**src/design/pca_pkg.sv**
```systemverilog
`timescale 1ns / 1ps

package pca_pkg;

	localparam int DW  = 32;            // value width, signed Q16.16
	localparam int GW  = 24;            // gain width, unsigned Q8.16
	localparam int PW  = DW + GW + 1;   // full product width
	localparam int FW  = 16;            // fraction bits of a gain
	localparam int DDW = 17;            // width of d
	localparam int UW  = 31;            // width of umax
	localparam int SW  = 4;             // step counter width
	localparam int AW  = 5;             // APB address width
	localparam int CW  = 32;            // APB data width

	localparam logic [DDW-1:0] D_ONE = DDW'(65536);

	typedef logic signed [DW-1:0] val_t;
	typedef logic signed [PW-1:0] prod_t;

	typedef enum logic [2:0] {
		REG_MODE,
		REG_KP,
		REG_IKS,
		REG_D,
		REG_UMAX
	} reg_t;

	typedef struct packed {
		logic           mode;
		logic [GW-1:0]  kp;
		logic [GW-1:0]  inv_ks;
		logic [DDW-1:0] d;
		logic [UW-1:0]  umax;
	} cfg_t;

	typedef enum logic [2:0] {ASEL_REF, ASEL_LC, ASEL_LE, ASEL_E, ASEL_ZERO} asel_t;
	typedef enum logic [1:0] {BSEL_FB, BSEL_LR, BSEL_RND} bsel_t;
	typedef enum logic [1:0] {DST_NONE, DST_E, DST_T} dst_t;
	typedef enum logic       {MSEL_T, MSEL_E} msel_t;
	typedef enum logic [1:0] {GSEL_KP, GSEL_IKS, GSEL_D} gsel_t;

	// one microcode word
	typedef struct packed {
		asel_t          asel;
		bsel_t          bsel;
		logic           sub;
		dst_t           dst;
		logic           mul;
		msel_t          msel;
		gsel_t          gsel;
		logic           fin;
		logic           jmp_p;    // jump when in proportional mode
		logic           jmp;
		logic [SW-1:0]  target;
	} ucw_t;

	typedef struct packed {
		ucw_t cw;
		logic go;
	} ctl_t;

	localparam logic [SW-1:0] ST_CLAMP = SW'(8);
	localparam logic [SW-1:0] ST_PROP  = SW'(9);

	// microprogram: PI path is steps 0..8, proportional path 0, 9, 10, 8
	function automatic ucw_t ucode(input logic [SW-1:0] step);
		ucw_t w;
		w = '0;
		w.asel = ASEL_ZERO;
		w.bsel = BSEL_RND;
		w.dst  = DST_NONE;
		w.msel = MSEL_T;
		w.gsel = GSEL_KP;
		unique case (step)
			SW'(0): begin
				w.asel = ASEL_REF; w.bsel = BSEL_FB; w.sub = 1'b1; w.dst = DST_E;
				w.jmp_p = 1'b1; w.target = ST_PROP;
			end
			SW'(1): begin
				w.asel = ASEL_LC; w.bsel = BSEL_LR; w.sub = 1'b1; w.dst = DST_T;
			end
			SW'(2): begin
				w.mul = 1'b1; w.msel = MSEL_T; w.gsel = GSEL_IKS;
			end
			SW'(3): begin
				w.asel = ASEL_LE; w.bsel = BSEL_RND; w.dst = DST_T;
			end
			SW'(4): begin
				w.mul = 1'b1; w.msel = MSEL_T; w.gsel = GSEL_D;
			end
			SW'(5): begin
				w.asel = ASEL_E; w.bsel = BSEL_RND; w.sub = 1'b1; w.dst = DST_T;
			end
			SW'(6): begin
				w.mul = 1'b1; w.msel = MSEL_T; w.gsel = GSEL_KP;
			end
			SW'(7): begin
				w.asel = ASEL_LC; w.bsel = BSEL_RND; w.dst = DST_T;
			end
			ST_CLAMP: begin
				w.fin = 1'b1;
			end
			ST_PROP: begin
				w.mul = 1'b1; w.msel = MSEL_E; w.gsel = GSEL_KP;
			end
			SW'(10): begin
				w.asel = ASEL_ZERO; w.bsel = BSEL_RND; w.dst = DST_T;
				w.jmp = 1'b1; w.target = ST_CLAMP;
			end
			default: begin
				w.fin = 1'b1;
			end
		endcase
		return w;
	endfunction

	// saturate a one-bit-grown sum to DW bits
	function automatic val_t sat_sum(input logic signed [DW:0] x);
		val_t r;
		if (x[DW] != x[DW-1])
			r = x[DW] ? {1'b1, {(DW-1){1'b0}}} : {1'b0, {(DW-1){1'b1}}};
		else
			r = x[DW-1:0];
		return r;
	endfunction

	// round the gain product to nearest (ties up), drop fraction, saturate
	function automatic val_t rnd_prod(input prod_t p);
		prod_t                   r;
		logic signed [PW-FW-1:0] s;
		val_t                    o;
		r = p + PW'(1 << (FW - 1));
		s = r[PW-1:FW];
		if ((&s[PW-FW-1:DW-1]) || !(|s[PW-FW-1:DW-1]))
			o = s[DW-1:0];
		else
			o = s[PW-FW-1] ? {1'b1, {(DW-1){1'b0}}} : {1'b0, {(DW-1){1'b1}}};
		return o;
	endfunction

endpackage

```
**src/design/pca_seq.sv**
```systemverilog
`timescale 1ns / 1ps

module pca_seq (
	input  logic          clk,
	input  logic          arst_n,
	input  logic          start,
	input  logic          mode,
	input  logic          hold,
	output pca_pkg::ctl_t ctl,
	output logic          busy
);

	logic [pca_pkg::SW-1:0] step_q;
	logic                   busy_q;
	pca_pkg::ucw_t          cw;
	logic                   go;

	assign cw = pca_pkg::ucode(step_q);
	// the final step waits while the output register is still full and out_stall is high
	assign go = busy_q && !(cw.fin && hold);

	always_ff @(posedge clk or negedge arst_n) begin
		if (!arst_n) begin
			busy_q <= 1'b0;
			step_q <= '0;
		end else if (start) begin
			busy_q <= 1'b1;
			step_q <= '0;
		end else if (go) begin
			if (cw.fin)
				busy_q <= 1'b0;
			else if (cw.jmp || (cw.jmp_p && !mode))
				step_q <= cw.target;
			else
				step_q <= step_q + 1'b1;
		end
	end

	assign ctl.cw = cw;
	assign ctl.go = go;
	assign busy   = busy_q;

endmodule

```
**config.mk**
```make
export PLATFORM = sky130hd
export DESIGN_NAME = pca_seq
export DESIGN_NICKNAME = d
export VERILOG_FILES = /design/src/design/pca_pkg.sv /design/src/design/pca_seq.sv
export SDC_FILE = /design/constraint.sdc
export NUM_CORES = 1
export LEC_CHECK = 0
export BUFFER_PORTS_ARGS = -buffer_cell sky130_fd_sc_hd__buf_4
export CORE_AREA = 2 2 39 41
export CTS_BUF_LIST = sky130_fd_sc_hd__clkbuf_8
export DETAILED_ROUTE_END_ITERATION = 7
export DIE_AREA = 0 0 41 43
export MAX_ROUTING_LAYER = met4
export PLACE_DENSITY = 0.81
export SLEW_MARGIN = 20
export SYNTH_ARGS = -nofsm -noshare
export SYNTH_HDL_FRONTEND = slang
export SYNTH_SLANG_ARGS = --single-unit
```
**constraint.sdc**
```tcl
create_clock -name clk -period 2.11 [get_ports clk]
set_input_delay 0.211 -clock clk [delete_from_list [all_inputs] [get_ports clk]]
set_output_delay 0.211 -clock clk [all_outputs]
set_load 0.1 [all_outputs]
```
### Word-level counts from Yosys, hierarchy flattened

Cells that the tools add are included.

| storage, ports and cells | value |
|---|---|
| register bits after elaboration | 5 |
| bits of input ports | 5 |
| output and inout port bits | 21 |
| logic and storage cells | 42 |

| cells by class | value |
|---|---|
| add/sub/neg operators | 1 |
| equal/unequal tests | 10 |
| muxes and demuxes | 15 |
| reduce and logical (&&, ||, !) cells | 14 |

Operators by type and width:

| operator | number |
|---|---|
| 5-bit case mux with 5 select lines | 1 |
| 4-bit by 3-bit == test with 1-bit output, second input constant | 4 |
| 4-bit 2-to-1 mux | 4 |
| 4-bit case mux with 4 select lines | 1 |
| 10-bit OR reduction | 1 |
| 4-bit by 2-bit == test with 1-bit output, second input constant | 2 |
| 4-bit == test, second input constant | 2 |
| 4-bit case mux with 2 select lines | 1 |
| 1-bit 2-to-1 mux | 7 |
| 5-bit OR reduction | 1 |
| 4-bit by 1-bit adder with 4-bit output, second input constant | 1 |
| 4-bit by 1-bit == test with 1-bit output, second input constant | 1 |
| 4-bit zero test | 1 |
| 2-bit case mux with 2 select lines | 1 |
| 2-bit AND reduction | 2 |
| 2-bit nonzero test | 2 |
| 1-bit logical AND | 3 |
| 3-bit OR reduction | 1 |
| 1-bit zero test | 2 |
| 2-bit by 1-bit inequality test with 1-bit output, second input constant | 1 |
| 1-bit logical OR | 1 |

### Logic depth before layout (Yosys ltp)

| logic depth | value |
|---|---|
| depth after elaboration | 8 |
| depth in mapped cells | 6 |
| gate-level depth less buffers | 5 |

### Least setup slack after synthesis

No wires, ideal clock.

| path | value |
|---|---|
| kind | register to output |
| start | reg step_q[0] in the netlist's numbering |
| end | out ctl[0] in the netlist's numbering |
| arrival | 3808 ps |
| required time | 1899 ps |
| slack | -1909 ps |
| cell stages (with the launch flop) | 7 |
| buffers on the path | 1 |
| cells stage by stage | dfrtp_1 > inv_1 > ha_1 > or2_1 > o21ai_0 > a21boi_0 > buf_4 |

RTL lines:

| what | RTL line | RTL |
|---|---|---|
| start: declaration | pca_seq.sv:13 | `logic [pca_pkg::SW-1:0] step_q;` |
| start signal: assignment | pca_seq.sv:33 | `step_q <= cw.target;` |
| start signal: assignment | pca_seq.sv:35 | `step_q <= step_q + 1'b1;` |
| end: declaration | pca_seq.sv:9 | `output pca_pkg::ctl_t ctl,` |

==> flow_summary.ini <==
[outcome]
status = complete, no violations

[die]
rows = 14
die_x_microns = 41
ios = 26
start_util_pct = 41.8
die_height_microns = 43
dieArea_sq_um = 1760
core_sq_um = 1380

[grt]
gr-usage-met3_pct = 3.14
use_met1_pct = 24.5
grt_max_degree = 15
grt_pass1_wl_microns = 2410
overflow = 0
grt_pass1_vias = 552
grtUsageTotal_pct = 20.8
grt-busiest-layer = met2
antenna_found_initial = 0
use_met2_pct = 33.8

[timing]
skew_ns = 0.000300
max_freq_ghz = 0.512
hold_slack_ns = 0.220
slew_violations = 0
final.min_clock_period_ns = 1.95
fin_crit_sh_pct = 92.5
setup_viol = 0
rsz0062_at_grt = false
final-hold-violation-count = 0

[synthesis]
syn_area_sq_um = 578
ys_top_cells_by_area = dfrtp_1 22%, ha_1 8.7%, and2_1 5.4%
synthCells = 73
synth-simple-area-share_pct = 28.1
synth_top_family_by_area = simple AND/OR/NAND/NOR gates
synth_top_area_share_pct = 21.6
yosys_register_bits = 5
yosysTopAreaCell = dfrtp_1
synth_adder_area_share_pct = 8.66
yosys_warnings = 0
synth_mux_area_share_pct = 3.68
synthXorXnorAreaFrac_pct = 0
synthDistinctLibCells = 35
ys_seq_area_share_pct = 21.6
avgSynthCellArea_sq_um = 7.92
synth_compound_area_share_pct = 26.4

[routing]
first_pass_iters = 4
dr.first_iter.drc_count = 8
postRouteWirelength_microns = 1530
ant_nets = 0
vias = 611
remaining_drc_errors = 0
wl_per_cell_microns = 13.5
viasPerCell = 5.41

[final_layout]
mostFrequentLayoutCells = 24 x buf_4, 5 x inv_1, 5 x dfrtp_1
fin_util_pct = 62.0
final_common_cell = buf_4
final-seq-area_sq_um = 125
finalNetCount = 107
multiInputGateArea_sq_um = 445
drive_gt1_share_pct = 47.4
num_antenna_cells = 0
synthToLayoutAreaGrowth_pct = 48.5
fillers = 125

[run]
max_cap_viol_count = 0

[setup_path]
required_ns = 1.90
cp_slowest_cell = dfrtp_1
cp.arrival_ns = 1.74
path_class = reg2out
worstSetupStartpointType = flip-flop
cp_top_family = compound AO/OA/AOI/OAI gates
worstPathMaxFanout = 8
crit_chain = inv_2, ha_2, o21ba_2, o21ai_4, a21boi_1, clkbuf_8
worst-r2r-cell-count = 5
crit_path_end_kind = output pin
crit_buf_inv = 2
path_depth = 6
max_stage_delay_ns = 0.42

[clock_network]
post-cts-setup-buffers = 0
clock-sinks = 5
htree_num_levels = 1
clockBufferDepth = 2
cts.clk_slew.worst_paths_ns = 0.03
cts-root-buf = clkbuf_8
cts_buffers = 3
clk_latency_ns = 0.22
cts_tree = yes

[hold_path]
hp-class = in2reg
hold_path_depth = 2

[place]
hpwl_microns = 1190
place_congestion = 0.874
port_buffers = 23
synth_stat cells:
master,instances
and2_1,5
o221ai_1,1
clkbuf_1,1
o21ba_2,1
and3_1,3
ha_1,4
a311o_1,1
a21o_1,2
nor3_1,1
nand2b_1,1
o41ai_1,2
o211ai_1,1
o22ai_1,1
or2_2,2
mux2i_1,1
a21boi_0,1
or4bb_1,1
nor2_1,8
nor3b_1,2
buf_4,4
o21ai_1,1
nand2_1,3
buf_2,2
or2_1,1
a21oi_1,4
a221oi_2,1
o21ai_0,2
or4b_1,1
a211o_1,1
nand3_1,1
conb_1,1
mux2_1,1
inv_1,5
dfrtp_1,5
o2111a_1,1
worst paths after layout:
check / start / endpoint / slack (ns)
min in group asynchronous: arst_n / step_q[0]$_DFFE_PN0P_ / 0.34
worst min register to register: step_q[0]$_DFFE_PN0P_ / step_q[0]$_DFFE_PN0P_ / 0.65
max in group asynchronous: arst_n / busy$_DFFE_PN0P_ / 1.67
worst min-delay path: start / step_q[3]$_DFFE_PN0P_ / 0.22
worst max-delay path: step_q[0]$_DFFE_PN0P_ / ctl[0] / 0.16
worst max register to register: step_q[0]$_DFFE_PN0P_ / step_q[1]$_DFFE_PN0P_ / 0.32
cell families after synthesis:
| family | count (synthesis) |
|---|---|
| mux | 2 |
| simple gates | 29 |
| buf+inv | 12 |
| flops | 5 |
| fa+ha+maj | 4 |
| other cells | 1 |
| compound gates | 20 |
stage by stage:
stage               setup slack [ns]  instances  cell area [sq um]  TNS, ns
floorplan                     -0.193         74                628   -0.317
global placement               0.246        108                792        0
detailed placement             0.200        108                792        0
CTS                           0.0205        113                852        0
global route                  0.0388        113                858        0
finish                         0.158        113                858        0
sequential cells by signal, summed over array words and instances, names as in the netlist:
name,cells
step_q,4
busy,1
layout make-up:
class,instances,area share [%]
repair buffers,26,23.8
clock buffers,3,4.81
multi-input cells,57,51.9
flip-flops and latches,5,14.6
well taps,16,2.33
clock inverters,1,0.437
inverters,5,2.19
worst reg2reg max path, delay by kind of cell, from the launching register on:
| family | cells | cell delay (ns) |
|---|---|---|
| flip-flops | 1 | 0.41 |
| multiplexers | 1 | 0.35 |
| AND/OR/NAND/NOR | 1 | 0.29 |
| adder cells (fa/ha/maj) | 1 | 0.28 |
| AO/OA/AOI/OAI | 1 | 0.24 |
| buffers and inverters | 1 | 0.09 |
repair_timing:
action	4_1_cts	5_1_grt
setup endpoints to repair	1	3
hold buffers	1	0
endpoints found under the hold margin	5	0
resized for setup	2	3
metal layers:
metal | wire [microns] | share of wire, %
met5 | 0 | 0
met2 | 775 | 51
met1 | 640 | 42
met4 | 19 | 1.2
met3 | 96 | 6.3
Power is not shown: default switching activity piles up to over one toggle a cycle in this logic, so the estimate is an artifact.
