[src/design/pca_pkg.sv]
`timescale 1ns / 1ps

package pca_pkg;

	localparam int DW  = 32;            // value width, signed Q16.16
	localparam int GW  = 24;            // gain width, unsigned Q8.16
	localparam int PW  = DW + GW + 1;   // full product width
	localparam int FW  = 16;            // fraction bits of a gain
	localparam int DDW = 17;            // width of d
	localparam int UW  = 31;            // width of umax
	localparam int SW  = 4;             // step counter width
	localparam int AW  = 5;             // APB address width
	localparam int CW  = 32;            // APB data width

	localparam logic [DDW-1:0] D_ONE = DDW'(65536);

	typedef logic signed [DW-1:0] val_t;
	typedef logic signed [PW-1:0] prod_t;

	typedef enum logic [2:0] {
		REG_MODE,
		REG_KP,
		REG_IKS,
		REG_D,
		REG_UMAX
	} reg_t;

	typedef struct packed {
		logic           mode;
		logic [GW-1:0]  kp;
		logic [GW-1:0]  inv_ks;
		logic [DDW-1:0] d;
		logic [UW-1:0]  umax;
	} cfg_t;

	typedef enum logic [2:0] {ASEL_REF, ASEL_LC, ASEL_LE, ASEL_E, ASEL_ZERO} asel_t;
	typedef enum logic [1:0] {BSEL_FB, BSEL_LR, BSEL_RND} bsel_t;
	typedef enum logic [1:0] {DST_NONE, DST_E, DST_T} dst_t;
	typedef enum logic       {MSEL_T, MSEL_E} msel_t;
	typedef enum logic [1:0] {GSEL_KP, GSEL_IKS, GSEL_D} gsel_t;

	// one microcode word
	typedef struct packed {
		asel_t          asel;
		bsel_t          bsel;
		logic           sub;
		dst_t           dst;
		logic           mul;
		msel_t          msel;
		gsel_t          gsel;
		logic           fin;
		logic           jmp_p;    // jump when in proportional mode
		logic           jmp;
		logic [SW-1:0]  target;
	} ucw_t;

	typedef struct packed {
		ucw_t cw;
		logic go;
	} ctl_t;

	localparam logic [SW-1:0] ST_CLAMP = SW'(8);
	localparam logic [SW-1:0] ST_PROP  = SW'(9);

	// microprogram: PI path is steps 0..8, proportional path 0, 9, 10, 8
	function automatic ucw_t ucode(input logic [SW-1:0] step);
		ucw_t w;
		w = '0;
		w.asel = ASEL_ZERO;
		w.bsel = BSEL_RND;
		w.dst  = DST_NONE;
		w.msel = MSEL_T;
		w.gsel = GSEL_KP;
		unique case (step)
			SW'(0): begin
				w.asel = ASEL_REF; w.bsel = BSEL_FB; w.sub = 1'b1; w.dst = DST_E;
				w.jmp_p = 1'b1; w.target = ST_PROP;
			end
			SW'(1): begin
				w.asel = ASEL_LC; w.bsel = BSEL_LR; w.sub = 1'b1; w.dst = DST_T;
			end
			SW'(2): begin
				w.mul = 1'b1; w.msel = MSEL_T; w.gsel = GSEL_IKS;
			end
			SW'(3): begin
				w.asel = ASEL_LE; w.bsel = BSEL_RND; w.dst = DST_T;
			end
			SW'(4): begin
				w.mul = 1'b1; w.msel = MSEL_T; w.gsel = GSEL_D;
			end
			SW'(5): begin
				w.asel = ASEL_E; w.bsel = BSEL_RND; w.sub = 1'b1; w.dst = DST_T;
			end
			SW'(6): begin
				w.mul = 1'b1; w.msel = MSEL_T; w.gsel = GSEL_KP;
			end
			SW'(7): begin
				w.asel = ASEL_LC; w.bsel = BSEL_RND; w.dst = DST_T;
			end
			ST_CLAMP: begin
				w.fin = 1'b1;
			end
			ST_PROP: begin
				w.mul = 1'b1; w.msel = MSEL_E; w.gsel = GSEL_KP;
			end
			SW'(10): begin
				w.asel = ASEL_ZERO; w.bsel = BSEL_RND; w.dst = DST_T;
				w.jmp = 1'b1; w.target = ST_CLAMP;
			end
			default: begin
				w.fin = 1'b1;
			end
		endcase
		return w;
	endfunction

	// saturate a one-bit-grown sum to DW bits
	function automatic val_t sat_sum(input logic signed [DW:0] x);
		val_t r;
		if (x[DW] != x[DW-1])
			r = x[DW] ? {1'b1, {(DW-1){1'b0}}} : {1'b0, {(DW-1){1'b1}}};
		else
			r = x[DW-1:0];
		return r;
	endfunction

	// round the gain product to nearest (ties up), drop fraction, saturate
	function automatic val_t rnd_prod(input prod_t p);
		prod_t                   r;
		logic signed [PW-FW-1:0] s;
		val_t                    o;
		r = p + PW'(1 << (FW - 1));
		s = r[PW-1:FW];
		if ((&s[PW-FW-1:DW-1]) || !(|s[PW-FW-1:DW-1]))
			o = s[DW-1:0];
		else
			o = s[PW-FW-1] ? {1'b1, {(DW-1){1'b0}}} : {1'b0, {(DW-1){1'b1}}};
		return o;
	endfunction

endpackage

[src/design/pca_cfg.sv]
`timescale 1ns / 1ps

module pca_cfg (
	input  logic                    clk,
	input  logic                    arst_n,
	input  logic                    psel,
	input  logic                    penable,
	input  logic                    pwrite,
	input  logic [pca_pkg::AW-1:0]  paddr,
	input  logic [pca_pkg::CW-1:0]  pwdata,
	output logic [pca_pkg::CW-1:0]  prdata,
	output logic                    pready,
	output pca_pkg::cfg_t           cfg
);

	pca_pkg::cfg_t cfg_q;
	pca_pkg::reg_t idx;
	logic          wr;
	logic [pca_pkg::DDW-1:0] d_in;

	assign pready = 1'b1;
	assign wr     = psel && penable && pwrite;
	assign idx    = pca_pkg::reg_t'(paddr[pca_pkg::AW-1:2]);
	assign d_in   = pwdata[pca_pkg::DDW-1:0];

	always_ff @(posedge clk or negedge arst_n) begin
		if (!arst_n) begin
			cfg_q.mode   <= 1'b0;
			cfg_q.kp     <= pca_pkg::GW'(65536);
			cfg_q.inv_ks <= pca_pkg::GW'(65536);
			cfg_q.d      <= '0;
			cfg_q.umax   <= pca_pkg::UW'(65536);
		end else if (wr) begin
			case (idx)
				pca_pkg::REG_MODE: cfg_q.mode   <= pwdata[0];
				pca_pkg::REG_KP:   cfg_q.kp     <= pwdata[pca_pkg::GW-1:0];
				pca_pkg::REG_IKS:  cfg_q.inv_ks <= pwdata[pca_pkg::GW-1:0];
				pca_pkg::REG_D:    cfg_q.d      <= (d_in > pca_pkg::D_ONE) ? pca_pkg::D_ONE : d_in;
				pca_pkg::REG_UMAX: cfg_q.umax   <= pwdata[pca_pkg::UW-1:0];
				default: ;
			endcase
		end
	end

	always_comb begin
		case (idx)
			pca_pkg::REG_MODE: prdata = pca_pkg::CW'(cfg_q.mode);
			pca_pkg::REG_KP:   prdata = pca_pkg::CW'(cfg_q.kp);
			pca_pkg::REG_IKS:  prdata = pca_pkg::CW'(cfg_q.inv_ks);
			pca_pkg::REG_D:    prdata = pca_pkg::CW'(cfg_q.d);
			pca_pkg::REG_UMAX: prdata = pca_pkg::CW'(cfg_q.umax);
			default:           prdata = '0;
		endcase
	end

	assign cfg = cfg_q;

endmodule

[config.mk]
export PLATFORM = sky130hd
export DESIGN_NAME = pca_cfg
export DESIGN_NICKNAME = d
export VERILOG_FILES = /design/src/design/pca_pkg.sv /design/src/design/pca_cfg.sv
export SDC_FILE = /design/constraint.sdc
export NUM_CORES = 1
export LEC_CHECK = 0
export BUFFER_PORTS_ARGS = -buffer_cell sky130_fd_sc_hd__buf_2
export CAP_MARGIN = 20
export CORE_MARGIN = 2
export CORE_UTILIZATION = 38
export CTS_CLUSTER_DIAMETER = 40
export DETAILED_ROUTE_END_ITERATION = 12
export PLACE_DENSITY = 0.75
export SYNTH_ARGS = -nofsm -noshare
export SYNTH_HDL_FRONTEND = slang
export SYNTH_SLANG_ARGS = --single-unit
export TNS_END_PERCENT = 50
[constraint.sdc]
create_clock -name clk -period 1.05 [get_ports clk]
set_input_delay 0.105 -clock clk [delete_from_list [all_inputs] [get_ports clk]]
set_output_delay 0.105 -clock clk [all_outputs]
set_load 0.01 [all_outputs]
# --- After elaboration in Yosys (flattened, before gate mapping) ---
# Index checks and enable logic that the tools add are counted.
totals:
  rom_bits: 0
  latchBits: 0
  mem_bits_rw: 0
  in_bits: 42
  reg_bits: 97
  mem_count: 0
  wordCells: 20
  output_inout_bits: 130
op_classes:
  n_eq_ne: 4
  n_bitwise: 0
  add_sub_neg: 0
  div_mod_pow: 0
  mux: 2
  shift: 0
  n_lt_le_gt_ge: 1
  n_reduce_logical: 8
  mul: 0
op_table:
  columns: ["operator", "count"]
  rows:
  - ["one-hot mux 31 bit (5 select lines)", 1]
  - ["> comparator 17 bit, second input constant", 1]
  - ["two-way mux 17 bit", 1]
  - ["AND reduction 2 bit", 5]
  - ["== test 3 x 2 -> 1 bit, second input constant", 2]
  - ["== test 3 x 1 -> 1 bit, second input constant", 1]
  - ["== test 3 bit, second input constant", 1]
  - ["zero test 3 bit", 1]
  - ["logical AND 1 bit", 2]

# --- Depth between registers and ports, before layout ---
# Gate-level depths: netlist of run 1.
depth:
  word_depth: 3
  depth_mapped: 7
  ltp_nobuf: 3

# --- Worst setup path before layout of run 1 ---
# No wires, ideal clock.
synth_timing:
  path_kind: "input port to flip-flop"
  startpoint: "input paddr[3] (netlist bit)"
  endpoint: "register cfg_q (netlist bit cfg[51])"
  arrival_ps: 1290
  n_path_buf: 3
  cell_stages: 6
  setup_ps: 127
  setup_slack_ps: -368
  path_cell_list: "buf_4 -> nor3b_4 -> and2_1 -> buf_4 -> buf_6 -> mux2_1"
synth_via:
  elab_chain_len: 2
synth_lines:
  columns: ["element", "line_no", "source"]
  rows:
  - ["start, declared", "pca_cfg.sv:9", "input logic [pca_pkg::AW-1:0] paddr,"]
  - ["== test 3 x 2 -> 1 bit", "pca_cfg.sv:34", "case (idx)"]
  - ["AND reduction 2 bit (no source line)", null, null]
  - ["end, declared", "pca_cfg.sv:16", "pca_pkg::cfg_t cfg_q;"]
# Every way passes these cells.
# A chain may end at the register's enable or synchronous reset.

# --- Final worst setup path of run 1 ---
layout_timing:
  startpoint: "register cfg_q (netlist bit cfg[48])"
  endpoint: "output prdata[0] (netlist bit)"
layout_via:
  elab_chain_len: 1
layout_lines:
  columns: ["element", "line_no", "source"]
  rows:
  - ["one-hot mux 31 bit (5 select lines)", "pca_cfg.sv:46", "case (idx)"]
  - ["end, declared", "pca_cfg.sv:11", "output logic [pca_pkg::CW-1:0] prdata,"]
# Every way passes these cells.

==> impl_metrics.toml, run 1 <==
[status]
status = "finished with violations"
violations = "negative setup slack"

[setup_path]
crit_start = "cfg[48]"
crit_buf_inv = 1
worstPathRequired_ns = 0.94
max_stage_delay_ns = 0.39
slowest_stage = "dfrtp_1"
worstPathCellList = "mux2i_1 -> o21ai_1 -> o21a_1 -> buf_2"
critPathCaptureType = "output pin"
worstPathArrival_ns = 1.30
cp_top_family = "flip-flops"
reg2reg_from = "cfg[54]"
critPathKind = "reg -> out"
worstPathMaxFanout = 2
cp-start-kind = "flip-flop"

[layout]
area_growth_pct = 69.9
antenna_cells = 0
fin_nets = 681
drive_above_1_share_pct = 60.9
filler_cell_count = 841
most-common-layout-cells = "buf_6 (133), buf_2 (99), dfrtp_1 (94)"
final_common_cell = "buf_6"
largest_reg_flops = 97

[drt]
drcViolationCount = 0
dr.pass1.iters = 4
first_iter_violations = 217
antenna_left = 0
drt-total-wl_um = 16400
vias = 4295
vias_per_cell = 5.43
wl_per_cell_um = 20.7

[placement]
portBuffers = 166
gp_congestion = 0.789
hpwl_um = 9970
dp_slack_ns = -0.488

[global_routing]
grtUsageTotal_pct = 25.3
grt_max_degree = 38
grt_pass1_wl_um = 24800
grt_pass1_vias = 4471
grt_overflow = 0
antenna_found_initial = 0

[synth]
synth_flop_cell = "dfrtp_1"
syn-cell-area_mm2 = 0.00456
async_flop_share_pct = 100
syn_nets = 405
ys_ff_latch = 97
yosysWarnings = 0
synth-edff-count = 0
synthDistinctLibCells = 28
avgSynthCellArea_um2 = 12.6
synthCells = 363
yosysSeqAreaShare_pct = 53.3

[clocking]
cts_root_buf = "clkbuf_16"
insertion_delay_ns = 0.34
cts_tree = "built"
cts.clk_slew.worst_paths_ns = 0.07
clkSinkCount = 97
htreeDepth = 3
cts_made_buffers = 9
clk_path_buf_depth = 2

[sta]
hold_viol = 0
finalSetupTns_ns = -9.60
max_freq_mhz = 710
fin_ws_ns = -0.358
period_share_pct = 134
finalClockSkew_ns = 0
rsz0062_at_grt = "yes"
period_minus_slack_ns = 1.41
finalSetupViolCount = 94
slew_violations = 0

[run]
max_cap_violations = 0

[floorplanning]
fp-row-count = 40
start_util_pct = 38.5
die_h_um = 114
die-area_mm2 = 0.0129
coreArea_mm2 = 0.0119
die_w_um = 114
ios = 172

[pwr]
ir_drop_mv = 1.01
p_sw_w = 0.00398
p_int_w = 0.00948
power_frac_clock_pct = 27.0
seq_power_share_pct = 38.3
p_per_area_mw_per_mm2 = 1740
p_leak_nw = 3.86
power_switching_share_pct = 29.6
total_power_w = 0.0135
comb_power_share_pct = 34.7

[worst_hold_path]
hold_class = "in -> reg"
holdCritStartpoint = "pwdata[19]"
==> cell type report <==
| class | instances | area [µm²] | share of cell area [%] |
|---|---|---|---|
| repair buffers | 298 | 2640 | 34.0 |
| flip-flops and latches | 97 | 2430 | 31.4 |
| multi-input cells | 233 | 2170 | 28.0 |
| clock buffers | 11 | 243 | 3.13 |
| well taps | 147 | 184 | 2.37 |
| clock inverters | 5 | 85.1 | 1.10 |
==> cells by family after synthesis <==
kind of cell           count (synthesis)  share of synthesized area [%]
AND/OR/NAND/NOR                       67                           8.37
flip-flops                            97                           53.3
multiplexers                          82                           20.2
other                                  2                          0.165
buffers and inverters                 33                           4.83
AO/OA/AOI/OAI                         82                           13.2
==> metrics by stage <==
step	utilization, %	hold slack, ns	area, µm²	std cells
floorplan	-	-0.191	4630	363
global placement	49.2	0.0388	5840	695
detailed placement	49.2	0.0443	5840	695
CTS	61.3	0.00141	7270	771
global route	65.4	0.0206	7750	791
finish	65.4	0.0123	7750	791
==> synth_stat cells (3+ instances only) <==
cell / n / area (µm²)
buf_6: 9 / 101
dfrtp_1: 94 / 2350
a22oi_1: 45 / 338
nand3_1: 17 / 85.1
o21ai_0: 26 / 130
nor4_1: 5 / 31.3
nand2_1: 23 / 86.3
dfstp_2: 3 / 78.8
mux2_2: 10 / 113
clkbuf_1: 14 / 52.6
and2_1: 10 / 62.6
a22oi_2: 10 / 125
buf_4: 7 / 52.6
mux2_1: 70 / 788
==> per-layer routing <==
metal / share of wire, % / track usage (%) / wire length, µm / vias up
li1: - / - / - / 1889
met1: 41 / 33.1 / 6650 / 2160
met2: 50 / 41.8 / 8200 / 217
met3: 6.9 / 4.14 / 1130 / 29
met4: 2.3 / 10.9 / 378 / 0
met5: 0 / 0 / 0 / -
==> power by group through the flow <==
| stage | registers [W] | clock network, W | logic (W) |
|---|---|---|---|
| floorplan | 0.00535 | 0 | 0.000945 |
| global placement | 0.00508 | 0 | 0.00261 |
| detailed placement | 0.00513 | 0 | 0.00268 |
| CTS | 0.00505 | 0.00369 | 0.00406 |
| global route | 0.00521 | 0.00385 | 0.00496 |
| finish | 0.00515 | 0.00363 | 0.00467 |
==> worst paths after layout <==
check / to / slack [ns] / depth (start not counted)
max: prdata[0] / -0.36 / 4
min: cfg[91] / 0.01 / 2
max reg2reg: cfg[54] / 0.01 / 3
min reg2reg: cfg[26] / 0.51 / 1
max in group asynchronous: cfg[12] / 0.33 / 3
min in group asynchronous: cfg[21] / 0.20 / 2
==> repair_timing <==
item                       CTS  global route
hold endpoints to repair    32             0
pin swaps                   15             9
cloned                       3             0
hold buffers                 8             0
setup endpoints to repair   69           129
setup buffers               49            34
resized for setup          120            92
Note: power is estimated with default switching activity, not from simulation.
==> run 2: changes to the inputs <==
REMOVE_ABC_BUFFERS = 1   (was unset)
clock period = 1.2 ns   (was 1.05 ns; I/O delays follow)
==> run 2 against run 1 <==
Against the previous run: the run still ends with negative setup slack left; register-to-register slack better by 0.17 ns; final cell count is 6.3% lower; total power down 23%; global-route usage shrank 3.8 points; sequential power is 14% lower; core utilization fell by 9.4 points; first-iteration DRC count is 15% lower; largest power group unchanged; highest routed layer unchanged.
==> impl_metrics.toml, run 2 (synthesis results as in run 1) <==
[layout]
most-common-layout-cells = "buf_2 (161), dfrtp_1 (94), mux2_1 (70)"
area_growth_pct = 45.6
postLayoutCellArea_mm2 = 0.00664
final_common_cell = "buf_2"
drive_above_1_share_pct = 52.5
largest_reg_flops = 97
fin_nets = 631
antenna_cells = 0

[placement]
portBuffers = 166
gp_congestion = 0.805
dpl_cell_area_mm2 = 0.00582
hpwl_um = 9650

[run]
max_cap_violations = 0

[sta]
max_freq_mhz = 720
worstMarginPinSlew_ns = 0.518
slew_violations = 0
finalSetupViolCount = 24
max_slew_margin_pct = 65.1
rsz0062_at_grt = "yes"
period_share_pct = 116
finalClockSkew_ns = 0
finalSetupTns_ns = -1.45
fin_ws_ns = -0.190
hold_viol = 0
period_minus_slack_ns = 1.39
timing.hold.ws_ns = 0.00736

[pwr]
power_frac_clock_pct = 32.3
comb_power_share_pct = 25.1
p_sw_w = 0.00300
power_switching_share_pct = 28.9
ir_drop_mv = 0.869
p_int_w = 0.00740
p_leak_nw = 3.43
p_per_area_mw_per_mm2 = 1570
seq_power_share_pct = 42.5

[worst_hold_path]
holdCritStartpoint = "pwdata[28]"
hold_class = "in -> reg"

[global_routing]
antenna_found_initial = 0
grtUsageTotal_pct = 21.5
grt_overflow = 0
grt_pass1_wl_um = 21100
grt_max_degree = 64
grt_pass1_vias = 3874

[floorplanning]
ios = 172
coreArea_mm2 = 0.0119
die_h_um = 114
start_util_pct = 38.5
die_w_um = 114
die-area_mm2 = 0.0129
fp-row-count = 40

[drt]
vias_per_cell = 5.29
drcViolationCount = 0
first_iter_violations = 185
vias = 3923
wl_per_cell_um = 19.2
drt-total-wl_um = 14200
dr.pass1.iters = 4
antenna_left = 0

[status]
status = "finished with violations"
violations = "negative setup slack"

[clocking]
clk_path_buf_depth = 2
htreeDepth = 3
cts_root_buf = "clkbuf_16"
clkSinkCount = 97
cts.clk_slew.worst_paths_ns = 0.06
cts_tree = "built"
cts_made_buffers = 9
insertion_delay_ns = 0.33

[setup_path]
crit_start = "cfg[48]"
critPathKind = "reg -> out"
reg2reg_from = "cfg[48]"
worstPathArrival_ns = 1.27
cp-start-kind = "flip-flop"
worstPathMaxFanout = 2
critPathCaptureType = "output pin"
worstPathRequired_ns = 1.08
## run 2: changes by cell type in the layout (fill, tap and decap cells not counted), moves of 2 or more
cell	before	now
and2_1	0	9
buf_6	133	5
mux2_4	25	0
o21ai_0	25	19
buf_12	4	9
inv_6	2	0
and2_4	9	0
o21ai_1	1	7
dlygate4sd3_1	8	5
mux2_1	46	70
buf_4	49	66
buf_16	2	0
buf_2	99	161
## run 2: metrics by stage
step	cells	util, %	setup slack, ns	power (W)
2_1_floorplan	330	-	-1.27	0.00540
4_1_cts	720	53.2	-0.186	0.0102
3_5_place_dp	693	49.0	-0.325	0.00674
6_report	741	56.0	-0.190	0.0104
3_3_place_gp	693	49.0	-0.313	0.00664
5_1_grt	741	56.0	-0.236	0.0109
## run 2: critical path, stage by stage, from the launching register on
cell,delay [ns]
dfrtp_1,0.39
mux2i_1,0.14
o21ai_1,0.08
o21a_1,0.19
buf_2,0.14
## run 2: metal layers
metal	GRT usage [%]	share of wire, %	up-vias
met5	0	0	-
met3	4.04	6.4	15
met2	36.5	51	147
li1	-	-	1780
met4	7.40	1.5	0
met1	27.6	41	1981
## run 2: timing repair
action,in CTS,in global routing
pin swaps,1,17
resized for setup,11,42
hold endpoints to repair,98,0
buffers inserted,6,20
gates cloned,0,1
setup endpoints to repair,31,37
hold buffers,5,0
## run 2: final timing paths
path / endpoint / slack, ns / cells past startpoint
min: cfg[28] / 0.007 / 2
max in group asynchronous: cfg[16] / 0.53 / 3
max reg2reg: cfg[48] / 0.18 / 3
min in group asynchronous: cfg[58] / 0.29 / 3
max: prdata[0] / -0.19 / 4
min reg2reg: cfg[26] / 0.51 / 1
## run 2: layout make-up
type	instances	area (µm²)
Clock buffer	12	256
Clock inverter	4	98.8
Fill cell	1013	5220
Multi-Input combinational cell	233	2040
Sequential cell	97	2430
Tap cell	147	184
Timing Repair Buffer	248	1630
## run 2: power by group through the flow
stage / Clock, W / Combinational (W) / Sequential (W)
3_5_place_dp: 0 / 0.00230 / 0.00444
4_1_cts: 0.00344 / 0.00241 / 0.00438
2_1_floorplan: 0 / 0.000732 / 0.00467
5_1_grt: 0.00357 / 0.00283 / 0.00450
6_report: 0.00336 / 0.00261 / 0.00442
3_3_place_gp: 0 / 0.00223 / 0.00441
==> run 3: changes to the inputs <==
ABC_AREA = 1   (was unset)
PLACE_DENSITY = 0.73   (was 0.75)
clock period = 1.6 ns   (was 1.2 ns; I/O delays follow)
==> run 3 against run 2 <==
Against the previous run: the run now ends clean; routed wire length fell by 12%; first-iteration DRC count grew 71%; core utilization down 4.6 points; sequential power shrank 24%; area after synthesis fell by 4.7%; sequential share of layout area is 5.4 points higher; count of clock-buffer cells in the layout decreased by 1; combinational power fell by 34%; via count grew 9.1%; critical path depth grew 3; total power decreased by 27%; critical endpoint is now prdata[8]; largest cell class unchanged; largest power group unchanged.
==> impl_metrics.toml, run 3 <==
[status]
status = "finished, final reports clean"

[synth]
synthCells = 540
synthDistinctLibCells = 21
synth_top_cell_by_area = "dfrtp_1"
synthAdderAreaFrac_pct = 0
synth_most_common_cell = "nand2_1"
synthTopCellsByCount = "nand2_1 (186), dfrtp_1 (94), nor2_1 (68)"
synthMuxAreaShare_pct = 0
async_flop_share_pct = 100
avgSynthCellArea_um2 = 8.05
synth_flop_cell = "dfrtp_1"
yosysWarnings = 0
synth_top_family_by_area = "simple AND/OR/NAND/NOR gates"
synth-edff-count = 0
synth_area_leaders = "dfrtp_1 (54%), nand2_1 (16%), nor2_1 (5.9%)"
synth-simple-area-share_pct = 26.6
synth_top_area_share_pct = 54.1
yosysSeqAreaShare_pct = 55.9
syn-cell-area_mm2 = 0.00435
ys_ff_latch = 97
synth_xor_xnor_area_share_pct = 0
synth_compound_area_share_pct = 10.0

[pwr]
p_per_area_mw_per_mm2 = 1300
total_power_w = 0.00755
p_int_w = 0.00525
p_sw_w = 0.00230
seq_power_share_pct = 44.2
power_switching_share_pct = 30.5
p_leak_nw = 3.13
comb_power_share_pct = 22.8
ir_drop_mv = 0.611
power_frac_clock_pct = 33.0

[drt]
wl_per_cell_um = 14.6
antenna_left = 0
drcViolationCount = 0
vias_per_cell = 4.98
drt-total-wl_um = 12600
dr.pass1.iters = 5
first_iter_violations = 317
vias = 4280

[global_routing]
antenna_found_initial = 0
grt_pass1_wl_um = 20400
grt_pass1_vias = 4107
grt_max_degree = 57
grt_overflow = 0
grtUsageTotal_pct = 20.7

[sta]
hold_viol = 0
period_minus_slack_ns = 1.44
max_freq_mhz = 694
max_slew_margin_pct = 64.3
period_share_pct = 90.1
finalSetupViolCount = 0
rsz0062_at_grt = "no"
worstMarginPinSlew_ns = 0.536
slew_violations = 0
finalClockSkew_ns = 0

[placement]
hpwl_um = 9000
portBuffers = 166
gp_congestion = 0.795
place_inst = 842

[setup_path]
r2r_cells = 2
critPathCaptureType = "output pin"
worstPathArrival_ns = 1.28
worstPathRequired_ns = 1.44
critPathKind = "in -> out"
worstPathMaxFanout = 17
cp-start-kind = "primary input"

[clocking]
cts.clk_slew.worst_paths_ns = 0.06
insertion_delay_ns = 0.34
post-cts-setup-buffers = 0
hold_buffers = 1
cts_made_buffers = 9
clkSinkCount = 97
htreeDepth = 3
cts_tree = "built"
post_cts.resized_instances = 0
clk_path_buf_depth = 2
cts_root_buf = "clkbuf_16"

[floorplanning]
fp-row-count = 39
die_h_um = 111
start_util_pct = 38.6
die_w_um = 111
coreArea_mm2 = 0.0113
ios = 172
die-area_mm2 = 0.0123

[run]
max_cap_violations = 0

[layout]
area_growth_pct = 33.2
final_common_cell = "nand2_1"
drive_above_1_share_pct = 29.7
largest_reg_flops = 97
most-common-layout-cells = "nand2_1 (186), buf_2 (165), dfrtp_1 (94)"
layout.cells.non_filler = 860
fin_nets = 753

[worst_hold_path]
hold_depth = 3
hold_class = "in -> reg"
## run 3: cell types whose count changed after synthesis, sizes merged, moves of 3 or more
cell	delta
o21ai	+16
nand2	+164
nor3b	-3
buf	-3
nor2	+70
inv	+45
a21oi	+33
o221ai	+7
mux2	-80
a22oi	-55
nand4	+16
and2	-10
nor4	-5
nand3	-6
## run 3: power by group through the flow
stage / Sequential [W] / Clock (W) / Combinational, W
final: 0.00334 / 0.00249 / 0.00172
after global placement: 0.00335 / 0 / 0.00169
after detailed placement: 0.00338 / 0 / 0.00173
after global routing: 0.00341 / 0.00263 / 0.00192
after floorplan: 0.00357 / 0 / 0.000601
after CTS: 0.00334 / 0.00253 / 0.00174
## run 3: cells by family (layout without fill, tap and decap cells)
| family | count (synthesis) | in the layout |
|---|---|---|
| flops | 97 | 97 |
| other cells | 2 | 3 |
| simple gates | 286 | 286 |
| compound gates | 82 | 82 |
| buf+inv | 73 | 249 |
## run 3: metrics by stage
step                      worst slack [ns]  TNS, ns  util [%]  hold slack (ns)  cell area (µm²)
final                                0.159        0      51.4           0.0288             5790
after global routing                0.0554        0      51.4           0.0512             5790
after CTS                            0.183        0      51.4           0.0147             5790
after detailed placement             0.176        0      48.2            0.178             5440
after global placement               0.190        0      48.2            0.167             5440
after floorplan                     -0.789   -32.16         -           -0.136             4200
## run 3: per-layer routing
| layer | wire length (µm) | up-vias | track usage [%] |
|---|---|---|---|
| li1 | - | 2047 | - |
| met1 | 5380 | 2022 | 25.6 |
| met5 | 0 | - | 0 |
| met2 | 6100 | 183 | 34.8 |
| met4 | 299 | 0 | 9.17 |
| met3 | 780 | 28 | 4.81 |
## run 3: layout make-up
class | count | area, µm²
fill | 1076 | 5480
sequential | 97 | 2430
multi-input combinational | 370 | 1620
timing repair buffer | 188 | 1050
clock buffer | 11 | 243
tap | 143 | 179
inverter | 45 | 169
clock inverter | 5 | 103
antenna | 1 | 2.50
## run 3: path summary, 6_finish.rpt
path	slack (ns)	to	startpoint
max	0.16	prdata[8]	paddr[2]
max reg2reg	0.82	cfg[16]	cfg[16]
min	0.03	cfg[28]	pwdata[28]
min in group asynchronous	0.38	cfg[74]	arst_n
max in group asynchronous	0.73	cfg[93]	arst_n
min reg2reg	0.51	cfg[70]	cfg[70]
## run 3: worst max-delay path, stage by stage
cell and delay, ns:
buf_2 0.13, nor2_1 0.18, nand2_2 0.09, inv_2 0.33
nand2_1 0.12, nand4_1 0.12, buf_2 0.14
